<file path="src/sv/rpc_pkg.sv">
package rpc_pkg;

   // default number of cordic micro-rotations
   localparam int CORDIC_STAGES_DEF = 16;
   // digit steps of the square root row
   localparam int ISQ_STEPS = 32;

   // datapath widths
   localparam int SC_W  = 34;   // sine/cosine cordic x and y
   localparam int VEC_W = 38;   // atan2 cordic x and y
   localparam int ANG_W = 34;   // cordic angle accumulator, 2^32 per turn
   localparam int ISQ_W = 63;   // square root remainder and root

   typedef logic signed [31:0] q_type;     // Q1.30, clamped to +-1
   typedef logic signed [63:0] prod_type;  // Q3.60 products and sums
   typedef logic signed [33:0] wide_type;  // rescaled sums before clamping

   localparam wide_type Q_ONE    = 34'sd1073741824;
   localparam wide_type GAIN_INV = 34'sd652032874;
   localparam logic [ISQ_W-1:0] Q_ONE_SQ = ISQ_W'(1) << 60;

   typedef struct packed {
      logic signed [31:0] local_x;
      logic signed [31:0] local_y;
      logic signed [31:0] local_z;
      logic signed [15:0] local_roll;
      logic signed [15:0] local_pitch;
      logic signed [15:0] local_yaw;
      logic signed [31:0] frame_x;
      logic signed [31:0] frame_y;
      logic signed [31:0] frame_z;
      logic signed [15:0] frame_roll;
      logic signed [15:0] frame_pitch;
      logic signed [15:0] frame_yaw;
   } req_type;

   typedef struct packed {
      logic signed [31:0] global_x;
      logic signed [31:0] global_y;
      logic signed [31:0] global_z;
      logic signed [15:0] global_roll;
      logic signed [15:0] global_pitch;
      logic signed [15:0] global_yaw;
   } rsp_type;

   // arctangent of 2^-k, 2^32 per turn
   function automatic logic [31:0] arc_angle(input logic [4:0] k);
      logic [31:0] a;
      unique case (k)
         5'd0:  a = 32'h20000000;
         5'd1:  a = 32'h12E4051E;
         5'd2:  a = 32'h09FB385B;
         5'd3:  a = 32'h051111D4;
         5'd4:  a = 32'h028B0D43;
         5'd5:  a = 32'h0145D7E1;
         5'd6:  a = 32'h00A2F61E;
         5'd7:  a = 32'h00517C55;
         5'd8:  a = 32'h0028BE53;
         5'd9:  a = 32'h00145F2F;
         5'd10: a = 32'h000A2F98;
         5'd11: a = 32'h000517CC;
         5'd12: a = 32'h00028BE6;
         5'd13: a = 32'h000145F3;
         5'd14: a = 32'h0000A2FA;
         5'd15: a = 32'h0000517D;
         5'd16: a = 32'h000028BE;
         5'd17: a = 32'h0000145F;
         5'd18: a = 32'h00000A30;
         5'd19: a = 32'h00000518;
         5'd20: a = 32'h0000028C;
         5'd21: a = 32'h00000146;
         5'd22: a = 32'h000000A3;
         5'd23: a = 32'h00000051;
         5'd24: a = 32'h00000029;
         5'd25: a = 32'h00000014;
         5'd26: a = 32'h0000000A;
         5'd27: a = 32'h00000005;
         5'd28: a = 32'h00000003;
         5'd29: a = 32'h00000001;
         5'd30: a = 32'h00000001;
         default: a = 32'h00000000;
      endcase
      return a;
   endfunction

   // round half up and drop 30 fraction bits
   function automatic wide_type rnd30(input prod_type p);
      prod_type t;
      t = p + 64'sd536870912;
      return t[63:30];
   endfunction

   function automatic q_type clampq(input wide_type v);
      q_type r;
      if (v > Q_ONE) r = 32'sh40000000;
      else if (v < -Q_ONE) r = 32'shC0000000;
      else r = v[31:0];
      return r;
   endfunction

   function automatic prod_type mul(input q_type a, input q_type b);
      return 64'(a) * 64'(b);
   endfunction

   function automatic logic signed [31:0] sat32(input logic signed [34:0] v);
      logic signed [31:0] r;
      if (v > 35'sd2147483647) r = 32'sh7FFFFFFF;
      else if (v < -35'sd2147483648) r = 32'sh80000000;
      else r = v[31:0];
      return r;
   endfunction

endpackage

</file>
<file path="src/sv/rpc_cordic_cell.sv">
module rpc_cordic_cell import rpc_pkg::*; #(
   parameter int IDX    = 0,
   parameter bit VECTOR = 1'b0,
   parameter int XW     = SC_W
) (
   input  logic                    clock,
   input  logic                    en,
   input  logic signed [XW-1:0]    x_i,
   input  logic signed [XW-1:0]    y_i,
   input  logic signed [ANG_W-1:0] z_i,
   output logic signed [XW-1:0]    x_ff,
   output logic signed [XW-1:0]    y_ff,
   output logic signed [ANG_W-1:0] z_ff
);

   logic signed [XW-1:0]    xs, ys, x_in, y_in;
   logic signed [ANG_W-1:0] arc, z_in;
   logic                    up;

   assign xs  = x_i >>> IDX;
   assign ys  = y_i >>> IDX;
   assign arc = ANG_W'(arc_angle(5'(IDX)));

   // one micro-rotation, direction from angle residue or from y sign
   always_comb begin
      if (VECTOR) up = (y_i <= 0);
      else up = (z_i >= 0);
      if (up) begin
         x_in = x_i - ys;
         y_in = y_i + xs;
         z_in = z_i - arc;
      end else begin
         x_in = x_i + ys;
         y_in = y_i - xs;
         z_in = z_i + arc;
      end
   end

   always_ff @(posedge clock) begin
      if (en) begin
         x_ff <= x_in;
         y_ff <= y_in;
         z_ff <= z_in;
      end
   end

endmodule

</file>
<file path="config.mk">
export PLATFORM = sky130hd
export DESIGN_NAME = rpc_cordic_cell
export DESIGN_NICKNAME = d
export VERILOG_FILES = /design/src/sv/rpc_pkg.sv /design/src/sv/rpc_cordic_cell.sv
export SDC_FILE = /design/constraint.sdc
export NUM_CORES = 1
export LEC_CHECK = 0
export ABC_AREA = 1
export BUFFER_PORTS_ARGS = -buffer_cell sky130_fd_sc_hd__buf_2
export CORE_ASPECT_RATIO = 1.1
export CORE_MARGIN = 2
export CORE_UTILIZATION = 58
export CTS_CLUSTER_SIZE = 24
export DETAILED_ROUTE_END_ITERATION = 7
export PLACE_DENSITY = 0.86
export SLEW_MARGIN = 20
export SYNTH_ARGS = -nofsm -noshare
export SYNTH_HDL_FRONTEND = slang
export SYNTH_SLANG_ARGS = --single-unit
export TNS_END_PERCENT = 1
</file>
<file path="constraint.sdc">
create_clock -name clock -period 3.2 [get_ports clock]
set_clock_uncertainty 0.1 [all_clocks]
set_input_delay 0.48 -clock clock [delete_from_list [all_inputs] [get_ports clock]]
set_output_delay 0.48 -clock clock [all_outputs]
set_load 0.01 [all_outputs]
</file>
== Word level (Yosys, flattened, before mapping) ==
Index checks and enable logic that the tools add are counted.
Cells by class
  multiplexer cells: 3
  order comparisons: 1
  add/sub/neg operators: 5
Operators by type and width (count)
  two-way mux 34 bit: 3
  subtractor 34 bit: 2
  adder 34 x 31 -> 34 bit (second input constant): 1
  adder 34 bit: 1
  >= comparator 34 x 1 -> 1 bit (second input constant): 1
  subtractor 34 x 31 -> 34 bit (second input constant): 1
Word-level totals
  bits of input ports: 104
  register bits after elaboration: 102
  logic and storage cells: 12
  output and inout port bits: 102

== Logic depth before layout (Yosys ltp) ==
  depth in word-level cells: 2
  mapped depth: 17
  gate-level depth less buffers: 16

== Worst setup path before layout ==
No wires, ideal clock.
  kind: input to register
  from: in z_i[33]
  to: reg z_ff[33] (data pin)
  slack: 735 ps
  setup time: 259 ps
  buffers on the path: 2
  stages: 13
  data required time: 2841 ps
  arrival: 2105 ps
  cell sequence: inv_1 > ha_1 > nand3_1 > nor3_1 > nand3b_1 > o21ai_2 > buf_4 > buf_4 > ha_1 > nand2_1 > nand2_1 > a21oi_1 > xnor2_1
Between the ends
  word-level cells in the longest chain between the ends: 2
  elaborated cells on any way between the ends: 4
  those cells by class: add/sub (2); order compare (1); mux (1)
RTL lines
  start, declared: RTL line rpc_cordic_cell.sv:10  | input logic signed [ANG_W-1:0] z_i,
  adder 34 x 31 -> 34 bit (tied with other cells): RTL line rpc_cordic_cell.sv:35  | z_in = z_i + arc;
  two-way mux 34 bit *: RTL line rpc_cordic_cell.sv:28  | if (up) begin
  net z_in[33]: RTL line rpc_cordic_cell.sv:17  | logic signed [ANG_W-1:0] arc, z_in;
  end signal, assigned: RTL line rpc_cordic_cell.sv:43  | z_ff <= z_in;
  end, declared: RTL line rpc_cordic_cell.sv:13  | output logic signed [ANG_W-1:0] z_ff
Mark *: on every way through the listed nets, which the timed path passes. The rest lies on a longest branch.
A chain may end at the register's enable or synchronous reset.

== Worst setup path after layout ==
  from: in x_i[4]
  to: reg x_ff[29] (data pin)
Between the ends
  word-level cells in the longest chain between the ends: 2
  elaborated cells on any way between the ends: 3
  those cells by class: add/sub (2); mux (1)
RTL lines
  start, declared: RTL line rpc_cordic_cell.sv:8  | input logic signed [XW-1:0] x_i,
  adder 34 bit or subtractor 34 bit (tied branches): RTL line rpc_cordic_cell.sv:33, rpc_cordic_cell.sv:29
  two-way mux 34 bit *: RTL line rpc_cordic_cell.sv:28
  net x_in[29]: RTL line rpc_cordic_cell.sv:16  | logic signed [XW-1:0] xs, ys, x_in, y_in;
  end signal, assigned: RTL line rpc_cordic_cell.sv:41  | x_ff <= x_in;
  end, declared: RTL line rpc_cordic_cell.sv:11  | output logic signed [XW-1:0] x_ff,
Marked as above.

==> results.tsv <==
metric	value	unit
number of synthesized flops with an enable pin	101	
ys async rst share	0	%
GR Util met1	46.92	%
WHS Path Cells	1	
CTS root buf	clkbuf_16	
final period utilization	82.89	%
Hold Fails Final Rpt	0	
Crit Path Category	input port to flop	
Synth Area in Compound Gates	11.53	%
RSZ-0062 raised after global routing	no	
synthesized instance count	1629	
Setup Buffers After CTS	0	
WP data arrival	2670	ps
initial antenna violation count	0	
layout cell share with drive strength beyond 1	16.00	%
PwrDens	384.4	nW/um2
drt via density	5.623	
final global-route overflow total	0	
Synth warnings	0	
Die Ht	147.9	um
Synth cell types	44	
top-area cell type share of the netlist area	27.79	%
Area Overhead vs Synth	12.82	%
largest family of logic cells by synthesized area	simple AND/OR/NAND/NOR gates	
Largest stage delay, worst path	610	ps
Top Ports	206	
worst hold path type	input port to flop	
Routed Antenna Nets	0	
GR Util met3	3.978	%
buffer depth of the longest clock path	2	
DRT Pass-1 Iters	8	
Post-Syn Area per Cell	6.701	um2
DP HPWL	29.27	mm
smallest hold slack	210.2	ps
vias in the first global route	10810	
WP data required	3220	ps
number of gates resized after cts	0	
total CTS buffers	9	
GPL Wtd Cong	1.045	
Core Box Area	18410	um2
CP dominant cell by count	nand2_1	
hold_sp	z_i[27]	
CTS Sinks	101	
CP Max Fanout	12	
post-synthesis simple-gate area fraction	32.77	%
H-Tree Depth	3	
XOR/XNOR Fraction of Synth Area	2.969	%
Site Rows	52	
met2 usage	57.72	%
status	finished, final reports clean	
Seq cells post-synth	101	
Crit path max-delay family	simple AND/OR/NAND/NOR gates	
Final min period	2652	ps
Startpoint Class	input port	
adder-cell share of the synthesized area	12.54	%
largest cells by area after synthesis	edfxtp_1 28%, nand2_1 16%, ha_1 12%	
DRT iter0 DRCs	1282	
Seq/Total Area, Yosys	27.79	%
final WL	35.41	mm
Peak VDD IR	0.2526	mV
global routing's busiest layer	met2	
Final setup viols	0	
starting density of the core	59.28	%
Critical Path Slowest Stage Cell	ha_1	
leakage power	6.493	nW
maximum clock rate	377.0	MHz
gr usage total	35.15	%
via count	11560	
Setup TNS	0	ps
fin. max-slew vios	0	
crit path cell chain	buf_2 > inv_1 > ha_1 > nand2_1 > nor2_1 > a21oi_1 > o21ai_1 > nand2_1 > nand2_1 > nand2_1 > nand3_1 > nand2_1	
IO Port Bufs	205	
# hold bufs at CTS	0	
nets	2019	
most frequent cell after synthesis	nand2_1	
Rel. slew slack	59.78	%
Die ar.	19930	um2
CTS tree	yes	
largest net degree at the start of global routing	66	
Post-synth top flop	edfxtp_1	
clock slew seen by the registers of the worst setup and hold paths	70	ps
post-synthesis mux area share	0	%
Die X	134.8	um
ANT cells	0	
global-route wire length before repair	54.65	mm
CP bufs+invs	2	
CP Capture Type	flop	
area leader, netlist	edfxtp_1	
# DRC	0	
MaxCap Viol Count	0	
slew at the pin closest to its max-slew limit	597.0	ps
commonest cells in the netlist	475 x nand2_1, 262 x inv_1, 157 x nand3_1, 119 x nor2_1, 108 x a21oi_1	
Mapped Area	10920	um2
Synth Net Count	1840	
Worst Hold Path EP	z_ff[27]	
DR WL/cell	17.22	um
metrics by stage:
stage | cell area [um2] | cells | power [W] | utilization, % | setup WS, ps
floorplan | 10920 | 1629 | 0.002957 | - | 735.3
global placement | 12030 | 2040 | 0.003567 | 65.34 | 320.3
detailed placement | 12030 | 2040 | 0.003605 | 65.34 | 271.0
CTS | 12310 | 2056 | 0.004700 | 66.88 | 630.5
global route | 12310 | 2056 | 0.004992 | 66.88 | 407.3
finish | 12310 | 2056 | 0.004734 | 66.88 | 547.5
state kept, by name, summed over array words and instances, names as in the netlist:
name  flops
y_ff     33
z_ff     34
x_ff     34
worst max-delay path by stage:
stage,startpoint,slack (ps),cells past startpoint,to
2_1_floorplan,z_i[33],740,13,z_ff[33]
3_3_place_gp,x_i[4],320,14,x_ff[22]
3_5_place_dp,x_i[4],270,12,x_ff[29]
4_1_cts,x_i[4],630,12,x_ff[29]
5_1_grt,x_i[4],410,12,x_ff[29]
6_report,x_i[4],550,12,x_ff[29]
layout make-up:
class | instances | area [um2]
Clock inverter | 6 | 55.05
Fill cell | 1673 | 6098
Inverter | 274 | 1028
Clock buffer | 10 | 229.0
Sequential cell | 101 | 3033
Timing Repair Buffer | 214 | 1121
Tap cell | 243 | 304.0
Multi-Input combinational cell | 1208 | 6544
layer usage:
layer | vias up | wire [um] | share of wire, %
li1 | 5563 | - | -
met1 | 5265 | 14570 | 41
met2 | 633 | 16010 | 45
met3 | 99 | 3273 | 9.2
met4 | 0 | 1566 | 4.4
met5 | - | 0 | 0
power by group:
group | total [W] | switching (W) | internal [W]
Combinational | 0.00192 | 0.00130 | 0.000620
Sequential | 0.00171 | 0.0000436 | 0.00167
Clock | 0.00110 | 0.000561 | 0.000543
cells in the final DEF, fill, tap and decap left out, types with 35 or more instances in the layout:
| master | count |
|---|---|
| nor2_1 | 118 |
| nand2_1 | 475 |
| inv_1 | 262 |
| ha_1 | 103 |
| buf_2 | 204 |
| edfxtp_1 | 101 |
| nand3_1 | 157 |
| xor2_1 | 35 |
| o21ai_0 | 76 |
| a21oi_1 | 108 |
cell families (layout without fill, tap and decap cells):
logic type | count (synthesis) | after routing
AOI/OAI and AO/OA | 231 | 231
xor gates and xnor gates | 37 | 37
adders and majority gates | 107 | 107
buffers and inverters | 320 | 504
DFF | 101 | 101
and+or+nand+nor | 833 | 833
(Power assumes the default switching activity.)
