--- src/sv/rpc_pkg.sv ---
package rpc_pkg;

   // default number of cordic micro-rotations
   localparam int CORDIC_STAGES_DEF = 16;
   // digit steps of the square root row
   localparam int ISQ_STEPS = 32;

   // datapath widths
   localparam int SC_W  = 34;   // sine/cosine cordic x and y
   localparam int VEC_W = 38;   // atan2 cordic x and y
   localparam int ANG_W = 34;   // cordic angle accumulator, 2^32 per turn
   localparam int ISQ_W = 63;   // square root remainder and root

   typedef logic signed [31:0] q_type;     // Q1.30, clamped to +-1
   typedef logic signed [63:0] prod_type;  // Q3.60 products and sums
   typedef logic signed [33:0] wide_type;  // rescaled sums before clamping

   localparam wide_type Q_ONE    = 34'sd1073741824;
   localparam wide_type GAIN_INV = 34'sd652032874;
   localparam logic [ISQ_W-1:0] Q_ONE_SQ = ISQ_W'(1) << 60;

   typedef struct packed {
      logic signed [31:0] local_x;
      logic signed [31:0] local_y;
      logic signed [31:0] local_z;
      logic signed [15:0] local_roll;
      logic signed [15:0] local_pitch;
      logic signed [15:0] local_yaw;
      logic signed [31:0] frame_x;
      logic signed [31:0] frame_y;
      logic signed [31:0] frame_z;
      logic signed [15:0] frame_roll;
      logic signed [15:0] frame_pitch;
      logic signed [15:0] frame_yaw;
   } req_type;

   typedef struct packed {
      logic signed [31:0] global_x;
      logic signed [31:0] global_y;
      logic signed [31:0] global_z;
      logic signed [15:0] global_roll;
      logic signed [15:0] global_pitch;
      logic signed [15:0] global_yaw;
   } rsp_type;

   // arctangent of 2^-k, 2^32 per turn
   function automatic logic [31:0] arc_angle(input logic [4:0] k);
      logic [31:0] a;
      unique case (k)
         5'd0:  a = 32'h20000000;
         5'd1:  a = 32'h12E4051E;
         5'd2:  a = 32'h09FB385B;
         5'd3:  a = 32'h051111D4;
         5'd4:  a = 32'h028B0D43;
         5'd5:  a = 32'h0145D7E1;
         5'd6:  a = 32'h00A2F61E;
         5'd7:  a = 32'h00517C55;
         5'd8:  a = 32'h0028BE53;
         5'd9:  a = 32'h00145F2F;
         5'd10: a = 32'h000A2F98;
         5'd11: a = 32'h000517CC;
         5'd12: a = 32'h00028BE6;
         5'd13: a = 32'h000145F3;
         5'd14: a = 32'h0000A2FA;
         5'd15: a = 32'h0000517D;
         5'd16: a = 32'h000028BE;
         5'd17: a = 32'h0000145F;
         5'd18: a = 32'h00000A30;
         5'd19: a = 32'h00000518;
         5'd20: a = 32'h0000028C;
         5'd21: a = 32'h00000146;
         5'd22: a = 32'h000000A3;
         5'd23: a = 32'h00000051;
         5'd24: a = 32'h00000029;
         5'd25: a = 32'h00000014;
         5'd26: a = 32'h0000000A;
         5'd27: a = 32'h00000005;
         5'd28: a = 32'h00000003;
         5'd29: a = 32'h00000001;
         5'd30: a = 32'h00000001;
         default: a = 32'h00000000;
      endcase
      return a;
   endfunction

   // round half up and drop 30 fraction bits
   function automatic wide_type rnd30(input prod_type p);
      prod_type t;
      t = p + 64'sd536870912;
      return t[63:30];
   endfunction

   function automatic q_type clampq(input wide_type v);
      q_type r;
      if (v > Q_ONE) r = 32'sh40000000;
      else if (v < -Q_ONE) r = 32'shC0000000;
      else r = v[31:0];
      return r;
   endfunction

   function automatic prod_type mul(input q_type a, input q_type b);
      return 64'(a) * 64'(b);
   endfunction

   function automatic logic signed [31:0] sat32(input logic signed [34:0] v);
      logic signed [31:0] r;
      if (v > 35'sd2147483647) r = 32'sh7FFFFFFF;
      else if (v < -35'sd2147483648) r = 32'sh80000000;
      else r = v[31:0];
      return r;
   endfunction

endpackage

--- src/sv/rpc_isqrt_cell.sv ---
module rpc_isqrt_cell import rpc_pkg::*; #(
   parameter int STEP = 0
) (
   input  logic             clock,
   input  logic             en,
   input  logic [ISQ_W-1:0] n_i,
   input  logic [ISQ_W-1:0] r_i,
   output logic [ISQ_W-1:0] n_ff,
   output logic [ISQ_W-1:0] r_ff
);

   localparam logic [ISQ_W-1:0] BIT = ISQ_W'(1) << (62 - 2 * STEP);

   logic [ISQ_W-1:0] trial, n_in, r_in;

   assign trial = r_i + BIT;

   // one root digit
   always_comb begin
      if (n_i >= trial) begin
         n_in = n_i - trial;
         r_in = (r_i >> 1) + BIT;
      end else begin
         n_in = n_i;
         r_in = r_i >> 1;
      end
   end

   always_ff @(posedge clock) begin
      if (en) begin
         n_ff <= n_in;
         r_ff <= r_in;
      end
   end

endmodule

--- config.mk ---
export PLATFORM = sky130hd
export DESIGN_NAME = rpc_isqrt_cell
export DESIGN_NICKNAME = d
export VERILOG_FILES = /design/src/sv/rpc_pkg.sv /design/src/sv/rpc_isqrt_cell.sv
export SDC_FILE = /design/constraint.sdc
export NUM_CORES = 1
export LEC_CHECK = 0
export CORE_MARGIN = 2
export CORE_UTILIZATION = 65
export CTS_CLUSTER_SIZE = 12
export DETAILED_ROUTE_END_ITERATION = 10
export DONT_BUFFER_PORTS = 1
export GPL_TIMING_DRIVEN = 0
export PLACE_DENSITY = 0.81
export REMOVE_ABC_BUFFERS = 1
export SYNTH_ARGS = -nofsm -noshare
export SYNTH_HDL_FRONTEND = slang
export SYNTH_SLANG_ARGS = --single-unit
--- constraint.sdc ---
create_clock -name clock -period 4.6 [get_ports clock]
set_input_delay 0.92 -clock clock [delete_from_list [all_inputs] [get_ports clock]]
set_output_delay 0.92 -clock clock [all_outputs]
set_load 0.05 [all_outputs]
-- Yosys cells after proc, flatten, opt, wreduce, memory -nomap -nowiden
Index checks and enable logic that the tools add are counted.
Widths: inputs -> output; s select.
- add/sub/neg operators: 3
- order comparisons: 1
- mux-type cells: 2
- operators with widths (operator ; number):
    $add 62x63->63 const B ; 1
    $add 63x63->63 const B ; 1
    $ge 63x63->1 ; 1
    $mux 63 ; 1
    $sub 63x63->63 ; 1
    $mux 62 ; 1
- register bits after elaboration: 126
- bits of input ports: 128
- word-level logic and storage cells: 9

-- Longest topological paths before layout
Gate-level depths: netlist of the first run.
- depth in word-level cells: 3
- gate-level depth with buffers: 15
- mapped depth without buffers: 14

-- Worst setup path before layout of the first run
OpenSTA, ideal clock, no wires.
- path type: input to register
- start: in n_i[0]
- end: reg n_ff[62] (data pin)
- library setup time: 256 ps
- arrival time: 3353 ps
- path slack: 991 ps
- cell stages on the path: 14
- path through: inv_1 ha_1 inv_1 fa_1 a21o_1 a311oi_1 nor4_1 o22ai_1 o221ai_2 a41o_2 a21oi_2 o311ai_4 xnor2_1 o21ai_2
- cells in the longest elaborated chain, start to end: 2
- ends and longest elaborated chain (what ; line ; text):
    from (decl) ; rpc_isqrt_cell.sv:6 ; input logic [ISQ_W-1:0] n_i,
    $sub 63x63->63 or $ge 63x63->1 (tied branches) ; rpc_isqrt_cell.sv:21, rpc_isqrt_cell.sv:20 ;
    $mux 63 * ; rpc_isqrt_cell.sv:20 ; if (n_i >= trial) begin
    net n_in[62] ; rpc_isqrt_cell.sv:14 ; logic [ISQ_W-1:0] trial, n_in, r_in;
    to (signal assigned) ; rpc_isqrt_cell.sv:31 ; n_ff <= n_in;
    to (decl) ; rpc_isqrt_cell.sv:8 ; output logic [ISQ_W-1:0] n_ff,
The timed path passes the listed nets; every way through them passes the cells marked *.
A chain may end at the register's enable or synchronous reset.

-- Worst setup path in the final report of the first run
- start: in r_i[12]
- end: reg n_ff[39] (data pin)
- cells in the longest elaborated chain, start to end: 3
- ends and longest elaborated chain (what ; line ; text):
    from (decl) ; rpc_isqrt_cell.sv:7 ; input logic [ISQ_W-1:0] r_i,
    $add 63x63->63 * ; rpc_isqrt_cell.sv:16 ; assign trial = r_i + BIT;
    $sub 63x63->63 or $ge 63x63->1 (tied branches) ; rpc_isqrt_cell.sv:21, rpc_isqrt_cell.sv:20 ;
    $mux 63 * ; rpc_isqrt_cell.sv:20 ;
    net n_in[39] ; rpc_isqrt_cell.sv:14 ;
Marked as above.

==> flow_summary_export.csv, run 1 <==
group,metric,value,unit
floorplan,rows,41,
grt,antenna_found_initial,0,
detailed_routing,drc,0,
setup_path,startpoint,"r_i[12]",
pwr,p_sw,1430,µW
cts,cts_setup_buffers,0,
min_path,hp-start,"r_i[25]",
synth,synth_xor_area_share,6.30,%
sta,setup_viol,0,
grt,grt_start_max_net_pins,127,
floorplan,die_w,117,µm
synth,syn_area,0.00834,mm²
detailed_routing,drtPass1Iterations,8,
grt,grt_pass1_vias,6442,
cts,ctsHoldBuffers,0,
place,gp_congestion,0.907,
sta,drv_slew,0,
sta,finalCritPeriodShare,87.2,%
synth,synth_top_family_by_area,"compound AO/OA/AOI/OAI gates",
synth,synth_edf_count,126,
sta,hold_violations,0,
pwr,p_int,2550,µW
detailed_routing,wirelength,20900,µm
synth,synth-async-reset-ratio,0,%
flow_run,cap_violations,0,
setup_path,endpoint_kind,"flop",
floorplan,io_pins,254,
pwr,clock_power_share,33.3,%
min_path,hold_path_class,"in -> reg",
pwr,ir_drop,0.224,mV
sta,hold_slack,0.582,ns
detailed_routing,ant_nets,0,
pwr,p_seq_share,48.7,%
finish,final_net_count,1067,
detailed_routing,viasPerCell,6.36,
synth,synthSimpleGateAreaFrac,13.8,%
pwr,power_per_cell_area,440,mW/mm²
finish,fill_cells,874,
setup_path,required,4.77,ns
synth,synth-seq-cells,126,
sta,period_needed,4.01,ns
detailed_routing,wl_per_cell,19.7,µm
cts,cts_buffers,17,
synth,synth.mux.area_fraction,0.405,%
floorplan,fp.dieH,117,µm
pwr,switching_share,35.9,%
setup_path,worstSetupPathType,"in -> reg",
place,hpwl,15800,µm
place,dp.cells,1027,
sta,relSlewSlack,55.3,%
cts,cts_tree,"built",
synth,yosysWarningCount,0,
status,status,"complete, no violations",
synth,synthAdderAreaFrac,9.84,%
sta,max_freq,249,MHz
place,port_buffers,0,
synth,synth_compound_area_share,18.7,%
pwr,power_frac_comb,18.1,%
finish,finalInstanceArea,0.00905,mm²
sta,worstMarginPinSlew,0.671,ns
cts,clkTransAtPathRegs,0.06,ns
pwr,p_leak,0.00366,µW
setup_path,start_kind,"primary input",
floorplan,initial_core_util,66.4,%
synth,syn_avg_cell_area,9.35,µm²
synth,yosysTopAreaCellShare,45.3,%
cts,cts_max_path_buffers,2,
detailed_routing,vias,6730,
setup_path,path_max_fanout,45,
finish,num_antenna_cells,0,
sta,fin_setup_tns,0,ns
synth,synthDistinctLibCells,56,
synth,synth_flop_cell,"edfxtp_1",
cts,clock-root-buffer,"clkbuf_16",
synth,synth_area_leader_cell,"edfxtp_1",
synth,synth_top_cells_by_area,"edfxtp_1 45%, ha_1 9.6%, nand2_1 5.5%",
pwr,p_total,3980,µW
setup_path,crit_path_end,"n_ff[39]",
floorplan,coreArea,0.0126,mm²
synth,postSynthCellCount,892,
floorplan,fp.dieArea,0.0138,mm²
finish,drive_gt1_share,4.97,%
finish,syn2layout_area_growth,8.44,%
cts,htree_num_levels,4,
grt,grt_pass1_wl,32600,µm
setup_path,arrival,4.18,ns
sta,rsz0062_at_grt,"no",
cts,cts.repair.resized,0,
grt,overflow,0,
place,place_area,0.00847,mm²
cts,cts.sinks,126,
synth,ys_seq_area_share,45.3,%
finish,final_cells,1058,
grt,grt_util_all_layers,29.6,%
detailed_routing,drt_iter0_markers,656,
## routing by layer
metal / share of wire, % / global-route usage (%)
met5: 0 / 0
met4: 3.0 / 11.3
met3: 9.8 / 9.10
met2: 49 / 49.8
met1: 39 / 36.0
## worst min-delay path by stage
stage,slack (ns),cells after the start,to
5_1_grt,0.58,0,r_ff[51]
2_1_floorplan,1.02,0,r_ff[0]
6_report,0.58,0,r_ff[24]
3_5_place_dp,1.02,0,r_ff[10]
4_1_cts,0.58,0,r_ff[56]
3_3_place_gp,1.02,0,r_ff[54]
## power by group through the flow
stage	Combinational [µW]	Clock, µW	Sequential [µW]
finish	720	1320	1940
floorplan	538	0	1940
CTS	707	1330	1940
global placement	667	0	1960
global route	792	1390	1950
detailed placement	697	0	1960
## critical path, cell delays in order
cell and delay, ns:
inv_1 0.02, ha_1 0.34, a21oi_1 0.36, o21a_1 0.18
o21ai_0 0.13, and3_1 0.20, a21oi_1 0.37, o21a_1 0.37
o31ai_4 0.15, a21oi_4 0.50, buf_12 0.27, inv_2 0.07
mux2_2 0.28
## cells in the final DEF (no fill, tap or decap), drive strengths merged, types with 8 or more instances in the layout
master,instances
edfxtp,126
nand2,122
o21ai,105
a21oi,85
inv,79
ha,64
nor2,54
xnor2,31
nand4,31
xor2,29
a21o,19
clkbuf,17
o21bai,14
nor3,12
clkinv,8
## Yosys cell counts, types with 2 or more instances
cell type and count:
a21boi_0 4, a21oi_1 83, mux2_2 2, nand2b_1 7
o21bai_1 14, inv_1 78, ha_1 64, nand3_1 6
and3_1 3, xnor2_1 31, a21o_1 19, nor2b_1 5
nand2_1 122, a22oi_1 2, edfxtp_1 126, nor2_1 54
o211ai_1 5, xor2_1 29, o22ai_1 2, buf_2 16
or3_1 2, o21ai_0 66, o21a_1 6, nand4_1 30
nor3_1 12, nor4_1 4, a221oi_1 2, a211oi_1 2
o21ai_1 38, a21oi_2 2, and2_1 3, a31oi_1 6
clkbuf_1 24
## per-stage QoR
| step | util [%] | worst slack, ns |
|---|---|---|
| 3_3_place_gp | 66.7 | -2.60 |
| 2_1_floorplan | - | -0.903 |
| 5_1_grt | 72.0 | 0.364 |
| 4_1_cts | 72.0 | 0.628 |
| 3_5_place_dp | 67.4 | 0.204 |
| 6_report | 72.0 | 0.591 |
## cell type report
class	instances	area, µm²	share of cell area (%)
multi-input combinational	647	4100	45.3
timing repair buffer	3	75.1	0.830
tap	172	215	2.38
clock inverter	14	151	1.67
inverter	79	297	3.28
sequential	126	3780	41.8
clock buffer	17	425	4.70
## state kept, by name, indices dropped and copies added, names as in the netlist
signal and cells:
n_ff 63, r_ff 63
## logic make-up after synthesis
logic type                 after synthesis
xor gates and xnor gates                60
DFF                                    126
AOI/OAI and AO/OA                      264
buffers and inverters                  119
and+or+nand+nor                        255
muxes                                    3
adders and majority gates               65
(Power assumes the default switching activity.)
==> run 2: changes to the inputs <==
RECOVER_POWER = 100   (was default)
==> run 2 against run 1 <==
  * Final area is 0.11% lower
  * Utilization down 0.080 points
  * Global-route usage unchanged
  * Highest routed layer unchanged
  * Non-clock buffer count unchanged
  * Count of clock-buffer cells in the layout did not move
  * Critical endpoint unchanged
==> flow_summary_export.csv, run 2 (synthesis gave the netlist of run 1 again) <==
group,metric,value,unit
finish,layout_commonest_cell,"edfxtp_1",
cts,ctsHoldBuffers,0,
detailed_routing,wl_per_cell,19.8,µm
floorplan,fp.dieArea,0.0138,mm²
min_path,whs_path_depth,0,
cts,cts_max_path_buffers,2,
place,gp_congestion,0.907,
sta,finalCritPeriodShare,91.2,%
grt,antenna_found_initial,0,
cts,cts_setup_buffers,0,
grt,grt_start_max_net_pins,127,
cts,cts.sinks,126,
finish,final_net_count,1067,
detailed_routing,ant_nets,0,
sta,fin_setup_tns,0,ns
grt,overflow,0,
setup_path,start_kind,"primary input",
sta,relSlewSlack,58.8,%
setup_path,arrival,4.37,ns
cts,cts.repair.resized,0,
sta,worstMarginPinSlew,0.618,ns
setup_path,worstSetupPathType,"in -> reg",
grt,grt_pass1_wl,32600,µm
floorplan,coreArea,0.0126,mm²
detailed_routing,wirelength,20900,µm
finish,num_antenna_cells,0,
flow_run,cap_violations,0,
min_path,hold_path_class,"in -> reg",
pwr,p_leak,0.00366,µW
sta,max_freq,238,MHz
floorplan,rows,41,
place,dp.cells,1027,
floorplan,initial_core_util,66.4,%
setup_path,endpoint_kind,"flop",
pwr,power_per_cell_area,440,mW/mm²
cts,cts_buffers,17,
detailed_routing,viasPerCell,6.36,
finish,largestRegisters,"n_ff: 63 flops, r_ff: 63 flops",
finish,most-common-layout-cells,"126 x edfxtp_1, 122 x nand2_1, 96 x o21ai_0",
place,dp_worst_setup_slack,0.204,ns
cts,clkTransAtPathRegs,0.06,ns
sta,hold_violations,0,
place,port_buffers,0,
finish,final_cells,1058,
setup_path,required,4.77,ns
setup_path,critPathSlowestCell,"o21ai_0",
sta,hold_slack,0.579,ns
setup_path,path_max_fanout,45,
cts,htree_num_levels,4,
sta,setup_viol,0,
detailed_routing,drtPass1Iterations,5,
cts,clock-root-buffer,"clkbuf_16",
floorplan,die_w,117,µm
detailed_routing,drt_iter0_markers,599,
finish,drive_gt1_share,4.63,%
finish,syn2layout_area_growth,8.32,%
sta,rsz0062_at_grt,"no",
place,hpwl,15800,µm
setup_path,max_stage_delay,0.47,ns
status,status,"complete, no violations",
pwr,ir_drop,0.224,mV
floorplan,fp.dieH,117,µm
detailed_routing,vias,6726,
grt,grt_pass1_vias,6442,
floorplan,io_pins,254,
cts,cts_tree,"built",
sta,layout_setup_ws,0.404,ns
setup_path,crit_chain,"inv_1 -> ha_1 -> nand2_1 -> a211oi_1 -> nor2_1 -> o21ai_0 -> a21oi_1 -> o21a_1 -> o31ai_4 -> a21oi_4 -> buf_12 -> inv_2 -> mux2_1",
grt,grt_util_all_layers,29.6,%
sta,drv_slew,0,
sta,period_needed,4.20,ns
detailed_routing,drc,0,
run 2: changes by cell type in the layout (fill, tap and decap cells not counted):
cell / previous run / this run
a21oi_1: 83 / 84
o221ai_1: 1 / 2
a21oi_2: 1 / 0
o21ai_0: 66 / 96
o21ai_1: 38 / 8
mux2_2: 2 / 1
o221ai_2: 1 / 0
mux2_1: 1 / 2
run 2: per-layer routing:
metal	track usage, %	vias to the layer above	part of all wire, %
met5	0	-	0
met4	11.3	0	2.9
met3	9.10	58	9.9
met2	49.8	415	49
met1	36.0	3094	38
li1	-	3159	-
run 2: path summary, 6_finish.rpt:
kind                  startpoint       end  slack (ns)
worst max-delay path      r_i[4]  n_ff[39]        0.40
worst min-delay path     r_i[25]  r_ff[24]        0.58
run 2: through the flow:
stage	cell area, µm²	utilization [%]	power [µW]
floorplan	8170	-	2480
CTS	9050	72.0	3980
finish	9040	71.9	3970
global route	9040	71.9	4110
global placement	8390	66.7	2630
detailed placement	8470	67.4	2660
run 2: worst max-delay path: cells and delay by family:
family	cells	cell delay (ns)
adders and majority gates	1	0.37
AOI/OAI and AO/OA	6	2.09
buffers and inverters	3	0.34
and+or+nand+nor	2	0.27
muxes	1	0.34
run 2: layout make-up:
class                      instances  area [µm²]
fill                             876        3530
clock buffer                      17         425
clock inverter                    14         151
timing repair buffer               3        75.1
sequential                       126        3780
multi-input combinational        647        4090
inverter                          79         297
tap                              172         215
run 2: where the power goes:
group          internal (µW)  total, µW  switching (µW)  leakage [µW]
clock                    836       1330             492      0.000274
combinational            273        709             436       0.00215
sequential              1440       1940             496       0.00123
total                   2550       3970            1420       0.00366
==> run 3: changes to the inputs <==
clock period = 4.87 ns   (was 4.6 ns; I/O delays follow)
==> run 3 against run 2 <==
  * Largest cell class unchanged
  * Global-route usage unchanged
  * Final area about the same
  * Final cell count unchanged
  * Hold slack improved by 0.059 ns
  * Critical path type unchanged
  * Sequential cell count unchanged
  * Via count decreased by 0.27%
  * Critical path depth unchanged
==> flow_summary_export.csv, run 3 (synthesis gave the netlist of run 1 again) <==
group,metric,value,unit
min_path,min_to,"r_ff[24]",
finish,num_antenna_cells,0,
place,port_buffers,0,
place,hpwl,15800,µm
sta,finalCritPeriodShare,88.3,%
pwr,p_total,3750,µW
sta,relSlewSlack,40.9,%
sta,rsz0062_at_grt,"no",
sta,drv_slew,0,
pwr,power_per_cell_area,415,mW/mm²
floorplan,coreArea,0.0126,mm²
grt,grt_start_max_net_pins,127,
pwr,ir_drop,0.211,mV
floorplan,die_w,117,µm
sta,setup_viol,0,
detailed_routing,viasPerCell,6.34,
detailed_routing,vias,6708,
finish,finalInstanceArea,0.00904,mm²
cts,ctsHoldBuffers,0,
floorplan,fp.dieArea,0.0138,mm²
sta,fin_setup_tns,0,ns
grt,grt_pass1_wl,32600,µm
floorplan,fp.dieH,117,µm
floorplan,rows,41,
finish,final_net_count,1067,
cts,clock-root-buffer,"clkbuf_16",
finish,syn2layout_area_growth,8.31,%
min_path,whs_path_depth,0,
sta,worstMarginPinSlew,0.887,ns
min_path,hp-start,"r_i[25]",
detailed_routing,drt_iter0_markers,677,
setup_path,path_max_fanout,45,
sta,hold_slack,0.638,ns
status,status,"complete, no violations",
finish,most-common-layout-cells,"126 x edfxtp_1, 122 x nand2_1, 97 x o21ai_0",
finish,largestRegisters,"n_ff: 63 flops, r_ff: 63 flops",
cts,cts_tree,"built",
flow_run,cap_violations,0,
cts,cts_buffers,17,
detailed_routing,wirelength,20900,µm
place,dp.cells,1027,
finish,final_cells,1058,
sta,hold_violations,0,
grt,grt_pass1_vias,6442,
cts,cts_setup_buffers,0,
cts,htree_num_levels,4,
detailed_routing,wl_per_cell,19.7,µm
finish,drive_gt1_share,4.74,%
pwr,p_leak,0.00366,µW
finish,layout_commonest_cell,"edfxtp_1",
setup_path,worstSetupPathType,"in -> reg",
min_path,hold_path_class,"in -> reg",
grt,antenna_found_initial,0,
detailed_routing,drtPass1Iterations,6,
sta,max_freq,233,MHz
cts,cts.sinks,126,
place,gp_congestion,0.907,
place,place_area,0.00847,mm²
cts,cts_max_path_buffers,2,
floorplan,initial_core_util,66.4,%
cts,clkTransAtPathRegs,0.06,ns
grt,grt_util_all_layers,29.6,%
floorplan,io_pins,254,
cts,cts.repair.resized,0,
setup_path,required,5.04,ns
setup_path,endpoint_kind,"flop",
detailed_routing,drc,0,
setup_path,arrival,4.47,ns
detailed_routing,ant_nets,0,
sta,period_needed,4.30,ns
grt,overflow,0,
setup_path,start_kind,"primary input",
[run 3: changes by cell type in the layout (fill, tap and decap cells not counted)]
cell	change
a21oi_1	-1
a21oi_2	+2
a21oi_4	-1
inv_1	+1
inv_2	-1
mux2_1	-1
mux2_2	+1
o21ai_0	+1
o21ai_2	-1
o221ai_1	-1
o221ai_2	+1
[run 3: routing by layer]
layer  GRT usage (%)  wire length (µm)
met1            36.0              8130
met2            49.8             10200
met3            9.10              1950
met4            11.3               595
met5               0                 0
[run 3: worst max path at each step]
stage	from	endpoint	slack, ns	depth (start not counted)
6_report	r_i[12]	n_ff[39]	0.57	13
5_1_grt	r_i[12]	n_ff[39]	0.32	13
3_3_place_gp	r_i[12]	n_ff[29]	-2.39	11
4_1_cts	r_i[12]	n_ff[39]	0.84	13
2_1_floorplan	r_i[12]	n_ff[37]	-0.69	12
3_5_place_dp	r_i[12]	n_ff[39]	0.42	13
[run 3: stage by stage]
step / utilization (%) / worst slack, ns
floorplan: - / -0.687
global placement: 66.7 / -2.39
detailed placement: 67.4 / 0.420
CTS: 72.0 / 0.844
global route: 71.9 / 0.318
finish: 71.9 / 0.570
[run 3: worst max-delay path: stages]
cell and delay [ns]:
inv_1 0.02, ha_1 0.35, a21oi_1 0.36, o21a_1 0.18, o21ai_0 0.13, and3_1 0.19, a21oi_1 0.36, o21a_1 0.37
o31ai_4 0.13, a21oi_2 0.70, buf_12 0.28, inv_1 0.11, mux2_2 0.29
[run 3: area by class of cell]
type | count | area (µm²)
Clock inverter | 14 | 151
Inverter | 79 | 297
Sequential cell | 126 | 3780
Timing Repair Buffer | 3 | 75.1
Clock buffer | 17 | 425
Fill cell | 878 | 3530
Tap cell | 172 | 215
Multi-Input combinational cell | 647 | 4090
[run 3: where the power goes]
part           switching [µW]  internal, µW  leakage [µW]
sequential                469          1360       0.00123
combinational             411           257       0.00215
clock                     463           789      0.000274
